$ cat src/can_encoder_multiturn_tracker_defines.svh
// assertion macros used by the tracker top level
`ifndef CAN_ENCODER_MULTITURN_TRACKER_DEFINES_SVH
`define CAN_ENCODER_MULTITURN_TRACKER_DEFINES_SVH

// same-cycle implication, checked outside reset
`define CEMT_ASSERT_NOW(name, clk, rst_n, ante, cons, msg) \
    name: assert property (@(posedge clk) disable iff (!rst_n) (ante) |-> (cons)) \
        else $error(msg);

// next-cycle implication, checked outside reset
`define CEMT_ASSERT_NEXT(name, clk, rst_n, ante, cons, msg) \
    name: assert property (@(posedge clk) disable iff (!rst_n) (ante) |=> (cons)) \
        else $error(msg);

`endif

$ cat src/cemt_pkg.sv
`default_nettype none

package cemt_pkg;

    // default channel geometry
    localparam int MOTOR_PERIOD_DEF     = 8192;
    localparam int ENCODER_PERIOD_DEF   = 32768;
    localparam int MOTOR_CHANNELS_DEF   = 4;
    localparam int ENCODER_CHANNELS_DEF = 3;

    // frame identifiers of the first channel of each kind
    localparam logic [10:0] MOTOR_BASE_ID = 11'h201;
    localparam logic [10:0] ENC_BASE_ID   = 11'h007;

    // position limit after reset
    localparam logic [30:0] LIMIT_RESET = 31'd1228800;

    // only motors below this index take part in the over-range flag
    localparam int LIMIT_MOTORS = 3;

    // turn counter bounds
    localparam logic signed [15:0] TURNS_MAX = 16'sh7FFF;
    localparam logic signed [15:0] TURNS_MIN = 16'sh8000;

    // width of the intermediate sums ahead of saturation
    localparam int SAT_W = 40;
    localparam logic signed [SAT_W-1:0] SAT_HI = 40'sh00_7FFF_FFFF;
    localparam logic signed [SAT_W-1:0] SAT_LO = 40'shFF_8000_0000;

    typedef enum logic [1:0] {
        KIND_UNKNOWN = 2'd0,
        KIND_MOTOR   = 2'd1,
        KIND_ENCODER = 2'd2
    } t_kind;

    // per-channel update result
    typedef struct packed {
        logic signed [15:0] turns;
        logic signed [31:0] cont;
    } t_track_res;

    // clamp a wide sum to the signed 32-bit range
    function automatic logic signed [31:0] sat32(input logic signed [SAT_W-1:0] v);
        logic signed [31:0] r;
        if (v > SAT_HI) begin
            r = 32'sh7FFF_FFFF;
        end else if (v < SAT_LO) begin
            r = 32'sh8000_0000;
        end else begin
            r = v[31:0];
        end
        return r;
    endfunction

endpackage

`default_nettype wire

$ cat src/cemt_frame_decode.sv
`default_nettype none

module cemt_frame_decode import cemt_pkg::*; #(
    parameter int MOTOR_PERIOD     = MOTOR_PERIOD_DEF,
    parameter int MOTOR_CHANNELS   = MOTOR_CHANNELS_DEF,
    parameter int ENCODER_CHANNELS = ENCODER_CHANNELS_DEF,
    localparam int AW = $clog2(MOTOR_PERIOD)
) (
    input  wire logic              i_clk,
    input  wire logic              i_load,
    input  wire logic [10:0]       i_frame_id,
    input  wire logic [7:0]        i_byte0,
    input  wire logic [7:0]        i_byte1,
    input  wire logic [7:0]        i_byte2,
    input  wire logic [7:0]        i_byte3,
    input  wire logic [7:0]        i_byte4,
    input  wire logic [7:0]        i_byte5,
    input  wire logic [7:0]        i_byte6,
    output t_kind                  o_kind,
    output logic [1:0]             o_chan,
    output logic [AW-1:0]          o_angle,
    output logic signed [15:0]     o_speed,
    output logic [31:0]            o_count
);

    localparam bit POW2 = (MOTOR_PERIOD & (MOTOR_PERIOD - 1)) == 0;

    logic [10:0] r_id;
    logic [7:0]  r_b0, r_b1, r_b2, r_b3, r_b4, r_b5, r_b6;
    logic [10:0] w_moff;
    logic [10:0] w_eoff;
    logic [15:0] w_word;

    // input register for the frame identifier and payload
    always_ff @(posedge i_clk) begin
        if (i_load) begin
            r_id <= i_frame_id;
            r_b0 <= i_byte0;
            r_b1 <= i_byte1;
            r_b2 <= i_byte2;
            r_b3 <= i_byte3;
            r_b4 <= i_byte4;
            r_b5 <= i_byte5;
            r_b6 <= i_byte6;
        end
    end

    // identifier decode
    always_comb begin
        w_moff = r_id - MOTOR_BASE_ID;
        w_eoff = r_id - ENC_BASE_ID;
        o_kind = KIND_UNKNOWN;
        o_chan = 2'd0;
        if (r_id >= MOTOR_BASE_ID && r_id < MOTOR_BASE_ID + 11'(MOTOR_CHANNELS)) begin
            o_kind = KIND_MOTOR;
            o_chan = w_moff[1:0];
        end else if (r_id >= ENC_BASE_ID && r_id < ENC_BASE_ID + 11'(ENCODER_CHANNELS)) begin
            o_kind = KIND_ENCODER;
            o_chan = w_eoff[1:0];
        end
    end

    // payload fields
    assign w_word  = {r_b0, r_b1};
    assign o_speed = $signed({r_b2, r_b3});
    assign o_count = {r_b6, r_b5, r_b4, r_b3};

    // angle reduced to one motor period
    generate
        if (POW2) begin : g_mask
            assign o_angle = w_word[AW-1:0];
        end else begin : g_recip
            localparam int RECIP = (1 << 24) / MOTOR_PERIOD;
            logic [32:0] w_prod;
            logic [8:0]  r_q;
            logic [25:0] w_qp;
            logic [16:0] w_rem;
            logic [16:0] w_red;

            // quotient estimate on the way in, exact or one low
            assign w_prod = 33'({i_byte0, i_byte1}) * 33'(RECIP);
            always_ff @(posedge i_clk) begin
                if (i_load) begin
                    r_q <= w_prod[32:24];
                end
            end

            // remainder with one correction step
            assign w_qp   = 26'(r_q) * 26'(MOTOR_PERIOD);
            assign w_rem  = {1'b0, w_word} - w_qp[16:0];
            assign w_red  = (w_rem >= 17'(MOTOR_PERIOD)) ? w_rem - 17'(MOTOR_PERIOD) : w_rem;
            assign o_angle = w_red[AW-1:0];
        end
    endgenerate

endmodule

`default_nettype wire

$ cat src/cemt_motor_track.sv
`default_nettype none

module cemt_motor_track import cemt_pkg::*; #(
    parameter int MOTOR_PERIOD   = MOTOR_PERIOD_DEF,
    parameter int MOTOR_CHANNELS = MOTOR_CHANNELS_DEF,
    localparam int AW = $clog2(MOTOR_PERIOD)
) (
    input  wire logic          i_clk,
    input  wire logic          i_rst_n,
    input  wire logic          i_upd,
    input  wire logic [1:0]    i_chan,
    input  wire logic [AW-1:0] i_angle,
    input  wire logic [30:0]   i_limit,
    output t_track_res         o_res,
    output logic               o_over_range
);

    localparam int CW    = (MOTOR_CHANNELS > 1) ? $clog2(MOTOR_CHANNELS) : 1;
    localparam int BW    = 16 + AW;
    localparam int LIM_N = (MOTOR_CHANNELS < LIMIT_MOTORS) ? MOTOR_CHANNELS : LIMIT_MOTORS;
    localparam logic signed [AW+1:0] P_S = (AW + 2)'(MOTOR_PERIOD);
    localparam logic signed [BW-1:0] P_B = BW'(MOTOR_PERIOD);

    logic [AW-1:0]        r_last   [MOTOR_CHANNELS];
    logic signed [15:0]   r_turns  [MOTOR_CHANNELS];
    logic [AW-1:0]        r_offset [MOTOR_CHANNELS];
    logic signed [BW-1:0] r_base   [MOTOR_CHANNELS];
    logic signed [31:0]   r_cont   [MOTOR_CHANNELS];

    logic [CW-1:0]        w_idx;
    logic                 w_capture;
    logic signed [AW:0]   w_jump;
    logic signed [AW+1:0] w_jump2;
    logic                 w_fwd;
    logic                 w_back;
    logic signed [15:0]   n_turns;
    logic signed [BW-1:0] n_base;
    logic [AW-1:0]        n_offset;
    logic signed [SAT_W-1:0] w_sum;
    logic signed [31:0]   n_cont;

    assign w_idx = i_chan[CW-1:0];

    // offset capture, wrap test and continuous position for the addressed motor
    always_comb begin
        w_capture = (r_offset[w_idx] == '0) && (i_angle > AW'(1)) && (r_last[w_idx] == '0);
        w_jump    = $signed({1'b0, r_last[w_idx]}) - $signed({1'b0, i_angle});
        w_jump2   = {w_jump, 1'b0};
        w_fwd     = !w_capture && (w_jump2 >= P_S) && (r_turns[w_idx] != TURNS_MAX);
        w_back    = !w_capture && (w_jump2 <= -P_S) && (r_turns[w_idx] != TURNS_MIN);
        n_turns   = r_turns[w_idx];
        n_base    = r_base[w_idx];
        if (w_fwd) begin
            n_turns = r_turns[w_idx] + 16'sd1;
            n_base  = r_base[w_idx] + P_B;
        end else if (w_back) begin
            n_turns = r_turns[w_idx] - 16'sd1;
            n_base  = r_base[w_idx] - P_B;
        end
        n_offset = w_capture ? i_angle : r_offset[w_idx];
        w_sum    = SAT_W'(n_base) + $signed(SAT_W'(i_angle)) - $signed(SAT_W'(n_offset));
        n_cont   = sat32(w_sum);
    end

    assign o_res.turns = n_turns;
    assign o_res.cont  = n_cont;

    // channel state
    always_ff @(posedge i_clk) begin
        if (!i_rst_n) begin
            for (int i = 0; i < MOTOR_CHANNELS; i++) begin
                r_last[i]   <= '0;
                r_turns[i]  <= '0;
                r_offset[i] <= '0;
                r_base[i]   <= '0;
                r_cont[i]   <= '0;
            end
        end else if (i_upd) begin
            r_last[w_idx]   <= i_angle;
            r_turns[w_idx]  <= n_turns;
            r_offset[w_idx] <= n_offset;
            r_base[w_idx]   <= n_base;
            r_cont[w_idx]   <= n_cont;
        end
    end

    // over-range flag on the state as it stands after this transfer
    always_comb begin
        logic signed [31:0] p;
        logic signed [32:0] pe;
        logic signed [32:0] le;
        o_over_range = 1'b0;
        le = $signed({2'b00, i_limit});
        for (int i = 0; i < LIM_N; i++) begin
            p  = (i_upd && (w_idx == CW'(i))) ? n_cont : r_cont[i];
            pe = 33'(p);
            if (pe > le || pe < -le) begin
                o_over_range = 1'b1;
            end
        end
    end

endmodule

`default_nettype wire

$ cat src/cemt_enc_track.sv
`default_nettype none

module cemt_enc_track import cemt_pkg::*; #(
    parameter int ENCODER_PERIOD   = ENCODER_PERIOD_DEF,
    parameter int ENCODER_CHANNELS = ENCODER_CHANNELS_DEF
) (
    input  wire logic        i_clk,
    input  wire logic        i_rst_n,
    input  wire logic        i_upd,
    input  wire logic [1:0]  i_chan,
    input  wire logic [31:0] i_count,
    output t_track_res       o_res,
    output logic signed [31:0] o_speed
);

    localparam int CW = (ENCODER_CHANNELS > 1) ? $clog2(ENCODER_CHANNELS) : 1;
    localparam int BW = 16 + $clog2(ENCODER_PERIOD);
    localparam logic signed [33:0]   P_S = 34'(ENCODER_PERIOD);
    localparam logic signed [BW-1:0] P_B = BW'(ENCODER_PERIOD);

    logic [31:0]          r_last  [ENCODER_CHANNELS];
    logic signed [15:0]   r_turns [ENCODER_CHANNELS];
    logic signed [BW-1:0] r_base  [ENCODER_CHANNELS];
    logic signed [31:0]   r_cont  [ENCODER_CHANNELS];
    logic signed [31:0]   r_prev  [ENCODER_CHANNELS];
    logic                 r_seen  [ENCODER_CHANNELS];

    logic [CW-1:0]        w_idx;
    logic signed [32:0]   w_jump;
    logic signed [33:0]   w_jump2;
    logic                 w_fwd;
    logic                 w_back;
    logic signed [15:0]   n_turns;
    logic signed [BW-1:0] n_base;
    logic signed [SAT_W-1:0] w_sum;
    logic signed [31:0]   n_cont;

    assign w_idx = i_chan[CW-1:0];

    // wrap test, skipped on the first reading of a channel
    always_comb begin
        w_jump  = $signed({1'b0, r_last[w_idx]}) - $signed({1'b0, i_count});
        w_jump2 = {w_jump, 1'b0};
        w_fwd   = r_seen[w_idx] && (w_jump2 >= P_S) && (r_turns[w_idx] != TURNS_MAX);
        w_back  = r_seen[w_idx] && (w_jump2 <= -P_S) && (r_turns[w_idx] != TURNS_MIN);
        n_turns = r_turns[w_idx];
        n_base  = r_base[w_idx];
        if (w_fwd) begin
            n_turns = r_turns[w_idx] + 16'sd1;
            n_base  = r_base[w_idx] + P_B;
        end else if (w_back) begin
            n_turns = r_turns[w_idx] - 16'sd1;
            n_base  = r_base[w_idx] - P_B;
        end
        w_sum  = SAT_W'(n_base) + $signed(SAT_W'(i_count));
        n_cont = sat32(w_sum);
    end

    assign o_res.turns = n_turns;
    assign o_res.cont  = n_cont;

    // speed is the delta that the previous transfer produced
    assign o_speed = sat32(SAT_W'(r_cont[w_idx]) - SAT_W'(r_prev[w_idx]));

    // channel state
    always_ff @(posedge i_clk) begin
        if (!i_rst_n) begin
            for (int i = 0; i < ENCODER_CHANNELS; i++) begin
                r_last[i]  <= '0;
                r_turns[i] <= '0;
                r_base[i]  <= '0;
                r_cont[i]  <= '0;
                r_prev[i]  <= '0;
                r_seen[i]  <= 1'b0;
            end
        end else if (i_upd) begin
            r_last[w_idx]  <= i_count;
            r_turns[w_idx] <= n_turns;
            r_base[w_idx]  <= n_base;
            r_cont[w_idx]  <= n_cont;
            r_prev[w_idx]  <= r_cont[w_idx];
            r_seen[w_idx]  <= 1'b1;
        end
    end

endmodule

`default_nettype wire

$ cat src/can_encoder_multiturn_tracker.sv
`default_nettype none

// Unwraps single-turn readings carried in received CAN frames into continuous
// positions, one frame per transfer and one result per frame. Motor frames
// (ids 0x201 up) and absolute-encoder frames (ids 0x07 up) each update their
// own channel; any other id returns an all-zero result with the over-range
// flag of the current motor state. The block takes one frame every clock
// cycle while the result output is not stalled: a frame sits in the input
// register while the channel update is worked out, and its result is loaded
// into the output register when the frame advances. Frames for the same
// channel may follow each other back to back, because the channel registers
// are written on the same edge that loads the result. The position limit may
// be written only while no frame is in flight. Reset clears every channel's
// history and restores the default limit.

`include "can_encoder_multiturn_tracker_defines.svh"

module can_encoder_multiturn_tracker import cemt_pkg::*; #(
    parameter int MOTOR_PERIOD     = MOTOR_PERIOD_DEF,
    parameter int ENCODER_PERIOD   = ENCODER_PERIOD_DEF,
    parameter int MOTOR_CHANNELS   = MOTOR_CHANNELS_DEF,
    parameter int ENCODER_CHANNELS = ENCODER_CHANNELS_DEF
) (
    input  wire logic         i_clk,
    input  wire logic         i_rst_n,
    // configuration
    input  wire logic         i_cfg_we,
    input  wire logic [30:0]  i_cfg_wdata,
    // frame input
    input  wire logic         i_in_valid,
    output logic              o_in_stall,
    input  wire logic [10:0]  i_frame_id,
    input  wire logic [7:0]   i_byte0,
    input  wire logic [7:0]   i_byte1,
    input  wire logic [7:0]   i_byte2,
    input  wire logic [7:0]   i_byte3,
    input  wire logic [7:0]   i_byte4,
    input  wire logic [7:0]   i_byte5,
    input  wire logic [7:0]   i_byte6,
    // result output
    output logic              o_out_valid,
    input  wire logic         i_out_stall,
    output logic [1:0]        o_source_kind,
    output logic [1:0]        o_channel,
    output logic [31:0]       o_raw_position,
    output logic signed [31:0] o_speed,
    output logic signed [15:0] o_turns,
    output logic signed [31:0] o_continuous_position,
    output logic              o_over_range
);

    localparam int AW = $clog2(MOTOR_PERIOD);

    logic        r_limit;
    logic [30:0] r_pos_limit;
    logic        r_in_valid;
    logic        r_out_valid;
    logic        w_load;
    logic        w_adv;

    t_kind              w_kind;
    logic [1:0]         w_chan;
    logic [AW-1:0]      w_angle;
    logic signed [15:0] w_mspeed;
    logic [31:0]        w_count;
    t_track_res         w_mres;
    t_track_res         w_eres;
    logic signed [31:0] w_espeed;
    logic               w_over;

    logic [1:0]         n_kind;
    logic [1:0]         n_chan;
    logic [31:0]        n_raw;
    logic signed [31:0] n_speed;
    logic signed [15:0] n_turns;
    logic signed [31:0] n_cont;

    logic [1:0]         r_kind;
    logic [1:0]         r_chan;
    logic [31:0]        r_raw;
    logic signed [31:0] r_speed;
    logic signed [15:0] r_turns;
    logic signed [31:0] r_cont;
    logic               r_over;

    // position limit register
    always_ff @(posedge i_clk) begin
        if (!i_rst_n) begin
            r_pos_limit <= LIMIT_RESET;
            r_limit     <= 1'b0;
        end else if (i_cfg_we) begin
            r_pos_limit <= i_cfg_wdata;
            r_limit     <= 1'b1;
        end
    end

    // pipeline handshake
    assign w_adv      = r_in_valid && (!r_out_valid || !i_out_stall);
    assign o_in_stall = r_in_valid && !w_adv;
    assign w_load     = i_in_valid && !o_in_stall;

    always_ff @(posedge i_clk) begin
        if (!i_rst_n) begin
            r_in_valid  <= 1'b0;
            r_out_valid <= 1'b0;
        end else begin
            if (w_load) begin
                r_in_valid <= 1'b1;
            end else if (w_adv) begin
                r_in_valid <= 1'b0;
            end
            if (w_adv) begin
                r_out_valid <= 1'b1;
            end else if (!i_out_stall) begin
                r_out_valid <= 1'b0;
            end
        end
    end

    cemt_frame_decode #(
        .MOTOR_PERIOD     (MOTOR_PERIOD),
        .MOTOR_CHANNELS   (MOTOR_CHANNELS),
        .ENCODER_CHANNELS (ENCODER_CHANNELS)
    ) u_decode (
        .i_clk      (i_clk),
        .i_load     (w_load),
        .i_frame_id (i_frame_id),
        .i_byte0    (i_byte0),
        .i_byte1    (i_byte1),
        .i_byte2    (i_byte2),
        .i_byte3    (i_byte3),
        .i_byte4    (i_byte4),
        .i_byte5    (i_byte5),
        .i_byte6    (i_byte6),
        .o_kind     (w_kind),
        .o_chan     (w_chan),
        .o_angle    (w_angle),
        .o_speed    (w_mspeed),
        .o_count    (w_count)
    );

    cemt_motor_track #(
        .MOTOR_PERIOD   (MOTOR_PERIOD),
        .MOTOR_CHANNELS (MOTOR_CHANNELS)
    ) u_motor (
        .i_clk        (i_clk),
        .i_rst_n      (i_rst_n),
        .i_upd        (w_adv && (w_kind == KIND_MOTOR)),
        .i_chan       (w_chan),
        .i_angle      (w_angle),
        .i_limit      (r_pos_limit),
        .o_res        (w_mres),
        .o_over_range (w_over)
    );

    cemt_enc_track #(
        .ENCODER_PERIOD   (ENCODER_PERIOD),
        .ENCODER_CHANNELS (ENCODER_CHANNELS)
    ) u_enc (
        .i_clk   (i_clk),
        .i_rst_n (i_rst_n),
        .i_upd   (w_adv && (w_kind == KIND_ENCODER)),
        .i_chan  (w_chan),
        .i_count (w_count),
        .o_res   (w_eres),
        .o_speed (w_espeed)
    );

    // result selection by source kind
    always_comb begin
        n_kind  = KIND_UNKNOWN;
        n_chan  = 2'd0;
        n_raw   = '0;
        n_speed = '0;
        n_turns = '0;
        n_cont  = '0;
        unique case (w_kind)
            KIND_MOTOR: begin
                n_kind  = KIND_MOTOR;
                n_chan  = w_chan;
                n_raw   = 32'(w_angle);
                n_speed = 32'(w_mspeed);
                n_turns = w_mres.turns;
                n_cont  = w_mres.cont;
            end
            KIND_ENCODER: begin
                n_kind  = KIND_ENCODER;
                n_chan  = w_chan;
                n_raw   = w_count;
                n_speed = w_espeed;
                n_turns = w_eres.turns;
                n_cont  = w_eres.cont;
            end
            default: begin
                n_kind = KIND_UNKNOWN;
            end
        endcase
    end

    // result register
    always_ff @(posedge i_clk) begin
        if (w_adv) begin
            r_kind  <= n_kind;
            r_chan  <= n_chan;
            r_raw   <= n_raw;
            r_speed <= n_speed;
            r_turns <= n_turns;
            r_cont  <= n_cont;
            r_over  <= w_over;
        end
    end

    assign o_out_valid           = r_out_valid;
    assign o_source_kind         = r_kind;
    assign o_channel             = r_chan;
    assign o_raw_position        = r_raw;
    assign o_speed               = r_speed;
    assign o_turns               = r_turns;
    assign o_continuous_position = r_cont;
    assign o_over_range          = r_over;

    // checks on the pipeline and result contents
    `CEMT_ASSERT_NOW(a_no_adv_when_held, i_clk, i_rst_n, r_out_valid && i_out_stall, !w_adv, "result overwritten while stalled")
    `CEMT_ASSERT_NEXT(a_adv_gives_result, i_clk, i_rst_n, w_adv, o_out_valid, "advanced item produced no result")
    `CEMT_ASSERT_NOW(a_unknown_zero, i_clk, i_rst_n, o_out_valid && (o_source_kind == KIND_UNKNOWN), (o_turns == 16'sd0) && (o_continuous_position == 32'sd0) && (o_raw_position == 32'd0), "unknown frame with nonzero result")
    `CEMT_ASSERT_NOW(a_motor_chan_range, i_clk, i_rst_n, o_out_valid && (o_source_kind == KIND_MOTOR), 32'(o_channel) < 32'(MOTOR_CHANNELS), "motor channel out of range")
    `CEMT_ASSERT_NEXT(a_limit_write, i_clk, i_rst_n, i_cfg_we, r_limit && (r_pos_limit == $past(i_cfg_wdata)), "limit write lost")

endmodule

`default_nettype wire
$ cat config.mk
export PLATFORM = sky130hd
export DESIGN_NAME = can_encoder_multiturn_tracker
export DESIGN_NICKNAME = d
export VERILOG_FILES = /design/src/cemt_pkg.sv /design/src/cemt_frame_decode.sv /design/src/cemt_motor_track.sv /design/src/cemt_enc_track.sv /design/src/can_encoder_multiturn_tracker.sv
export VERILOG_INCLUDE_DIRS = /design/src /design/src/src
export SDC_FILE = /design/constraint.sdc
export NUM_CORES = 2
export LEC_CHECK = 0
export BUFFER_PORTS_ARGS = -buffer_cell sky130_fd_sc_hd__buf_2
export CAP_MARGIN = 15
export CORE_UTILIZATION = 45
export CTS_BUF_LIST = sky130_fd_sc_hd__clkbuf_8
export DETAILED_ROUTE_END_ITERATION = 12
export HOLD_SLACK_MARGIN = 0.1
export SYNTH_ARGS = -nofsm -noshare
export SYNTH_HDL_FRONTEND = slang
export SYNTH_SLANG_ARGS = --single-unit
$ cat constraint.sdc
create_clock -name i_clk -period 51.7 [get_ports i_clk]
set_clock_uncertainty 0.15 [all_clocks]
set_input_delay 10.34 -clock i_clk [delete_from_list [all_inputs] [get_ports i_clk]]
set_output_delay 10.34 -clock i_clk [all_outputs]
set_load 0.01 [all_outputs]
==> run summary <==
Cell Chain, Critical Path: buf_2, and3_1, buf_2
minimum clock period: 21.32 ns
Global Route Usage Sum: 0.279
core footprint: 138000 um^2
Inserted Clock Buffers: 199
Slew headroom: 0.172
die area: 141000 um^2
grt met1 use: 0.383
Initial DRC Count: 4911
Hold Slack: 0.295 ns
P_int: 1.59 mW
critical path class: in -> out
Vias: 48700
GR peak layer: met2
share of cells above drive strength 1: 0.109
Seq cells post-synth: 1170
reg2reg setup slack: 36.03 ns
static leakage: 27.7 nW
Chip Width: 376 um
Seq pwr share: 0.496
Syn Inst Count: 5879
grt met3 use: 0.0515
most used cell, CP: buf_2
DIE HEIGHT: 376 um
Net Sw Frac: 0.275
Switch Pwr: 0.602 mW
hold crit path type: reg -> reg
final setup TNS: 0 ns
clk_lat worst skew: 0.94 ns
fmax: 46.9 MHz
power share of the combinational group: 0.127
Post-Syn Nets: 6324
Filler Cell Count: 12500
largest net degree at the start of global routing: 129
Required @ worst endpoint: 41.21 ns
RSZ-0062 raised after global routing: no
commonest non-fill, non-tap cell in the layout: edfxtp_1
yosys warns: 0
wirelength, routed: 200000 um
maxcap violations: 0
post-synth top area cell: edfxtp_1
global-route met2 utilization: 0.446
outcome: finished, final reports clean
global-route wire length before repair: 295000 um
Bufs and invs on worst path: 2
Max clock buf depth: 3
Crit path max-delay family: buffers and inverters
ys async rst share: 0
endpoints failing hold: 0
Hold-fix buffers, CTS: 0
Synth cell types: 101
WL/cell: 24.6 um
worst-path maximum fanout: 3
DR pass1 iterations: 6
DP HPWL: 130000 um
Layout area overhead: 11.5%
slowest cell delay on critical path: 0.23 ns
Reg clk slew, reported paths: 0.06 ns
period utilization: 0.412
port bufs: 218
Slew Viols, Final: 0
most used flip-flop cell after synthesis: edfxtp_1
sequential share of the synthesized area: 0.553
vias per inst: 5.98
Worst Tran Pin Value: 1.24 ns
synthesized area: 62800 um^2
Yosys top cell area share: 0.541
H-tree depth: 4
Finish-stage setup viols: 0
Clock power frac: 0.378
post-CTS setup buffers: 0
RD Place Congestion: 0.936
Top Ports: 222
FP Rows: 136
Post-DRT Antenna Nets: 0
CP Capture Type: output port
Starting Density: 0.455
slowest stage cell, crit path: and3_1
Pwr Density: 31.2 nW/um^2
Nets: 6561
grt total ovfl: 0
antenna violations before repair: 13
maximum VDD drop: 0.0000201 V
CP Launch Type: input port
DRC errors left: 0
root buf cell: clkbuf_8
Worst EP arrival: 10.83 ns
TritonCTS clock tree: done
Post-synth EDFFs: 1133
CTS Sinks: 1170
number of global-route vias before repair: 46800
PostCTS Resize Cnt: 0
Syn Area/Cell: 10.7 um^2
top cells by area, synth: edfxtp_1, ha_1, nor2_1, a21oi_1, nand2_1
most frequent cells in the layout: edfxtp_1, nor2_1, nand2_1, inv_1, a21oi_1
sequential cells by signal, indices dropped and copies added, names as in the netlist, 64 cells and up:
name / count
u_enc.r_base: 124
u_enc.r_cont: 128
u_enc.r_last: 128
u_enc.r_prev: 128
u_enc.r_turns: 64
u_motor.r_base: 116
u_motor.r_cont: 96
u_motor.r_turns: 64
final timing paths:
path	startpoint	to	depth (start not counted)
worst max-delay path	i_out_stall	o_in_stall	3
worst min-delay path	u_enc.r_seen[1]$_DFF_P_	u_enc.r_seen[1]$_DFF_P_	2
worst max register to register	u_decode.r_id[0]$_DFFE_PP_	o_over_range$_SDFFCE_PP1P_	48
worst min register to register	u_enc.r_seen[1]$_DFF_P_	u_enc.r_seen[1]$_DFF_P_	2
Yosys cell counts (48+ instances only):
library cell and number:
mux2i_1 103, clkbuf_1 203, edfxtp_1 1133, nor3_1 79
nand4_1 76, buf_1 48, o21a_1 51, ha_1 336
xor2_1 50, nor2_1 1068, a21oi_1 346, a21o_1 69
a221oi_1 80, nor2b_1 86, nand2b_1 61, a222oi_1 53
o22ai_1 98, xnor2_1 143, nand2_1 416, nand3_1 129
inv_1 297, o21ai_0 224
cells by family (layout without fill, tap and decap cells):
kind of cell / Yosys count / count (layout) / share of synthesized area
simple gates: 2131 / 2131 / 0.152
compound gates: 1341 / 1341 / 0.144
flops: 1170 / 1170 / 0.553
buf+inv: 585 / 985 / 0.0358
fa+ha+maj: 343 / 343 / 0.0690
xor+xnor: 193 / 193 / 0.0269
mux: 116 / 116 / 0.0187
other cells: 0 / 3 / 0
metal layers:
| layer | vias to the layer above | wire [um] | part of all wire |
|---|---|---|---|
| met4 | 4 | 5720 | 0.029 |
| met1 | 24000 | 85900 | 0.43 |
| met3 | 359 | 17300 | 0.086 |
| li1 | 22200 | - | - |
| met2 | 2113 | 91300 | 0.46 |
| met5 | - | 22 | 0.00011 |
through the flow:
stage | power, mW | utilization | instances | cell area (um^2) | setup WS, ns
2_1_floorplan | 1.28 | - | 5879 | 62800 | 27.27
3_3_place_gp | 1.37 | 0.480 | 7778 | 66200 | 30.39
3_5_place_dp | 1.38 | 0.480 | 7778 | 66200 | 30.38
4_1_cts | 2.20 | 0.508 | 8142 | 70100 | 30.38
5_1_grt | 2.27 | 0.508 | 8145 | 70100 | 30.35
6_report | 2.19 | 0.508 | 8145 | 70100 | 30.38
power groups by stage:
stage | clock, mW | combinational, mW | sequential [mW]
floorplan | 0 | 0.173 | 1.10
global placement | 0 | 0.270 | 1.10
detailed placement | 0 | 0.273 | 1.10
CTS | 0.840 | 0.275 | 1.08
global route | 0.878 | 0.301 | 1.09
finish | 0.826 | 0.277 | 1.08
final cells by class:
class | instances | area (um^2) | area share
clock buffer | 216 | 2970 | 0.0424
antenna | 3 | 7.51 | 0.000107
tap | 1863 | 2330 | 0.0333
multi-input combinational | 4124 | 26100 | 0.372
inverter | 302 | 1140 | 0.0162
sequential | 1170 | 34800 | 0.496
timing repair buffer | 319 | 1870 | 0.0267
clock inverter | 148 | 902 | 0.0129
worst min-delay path, stage by stage (launching register included):
cell and delay [ns]:
dfxtp_1 0.31, nand2_1 0.05, nand2_1 0.04
Note: power is estimated with default switching activity, not from simulation.
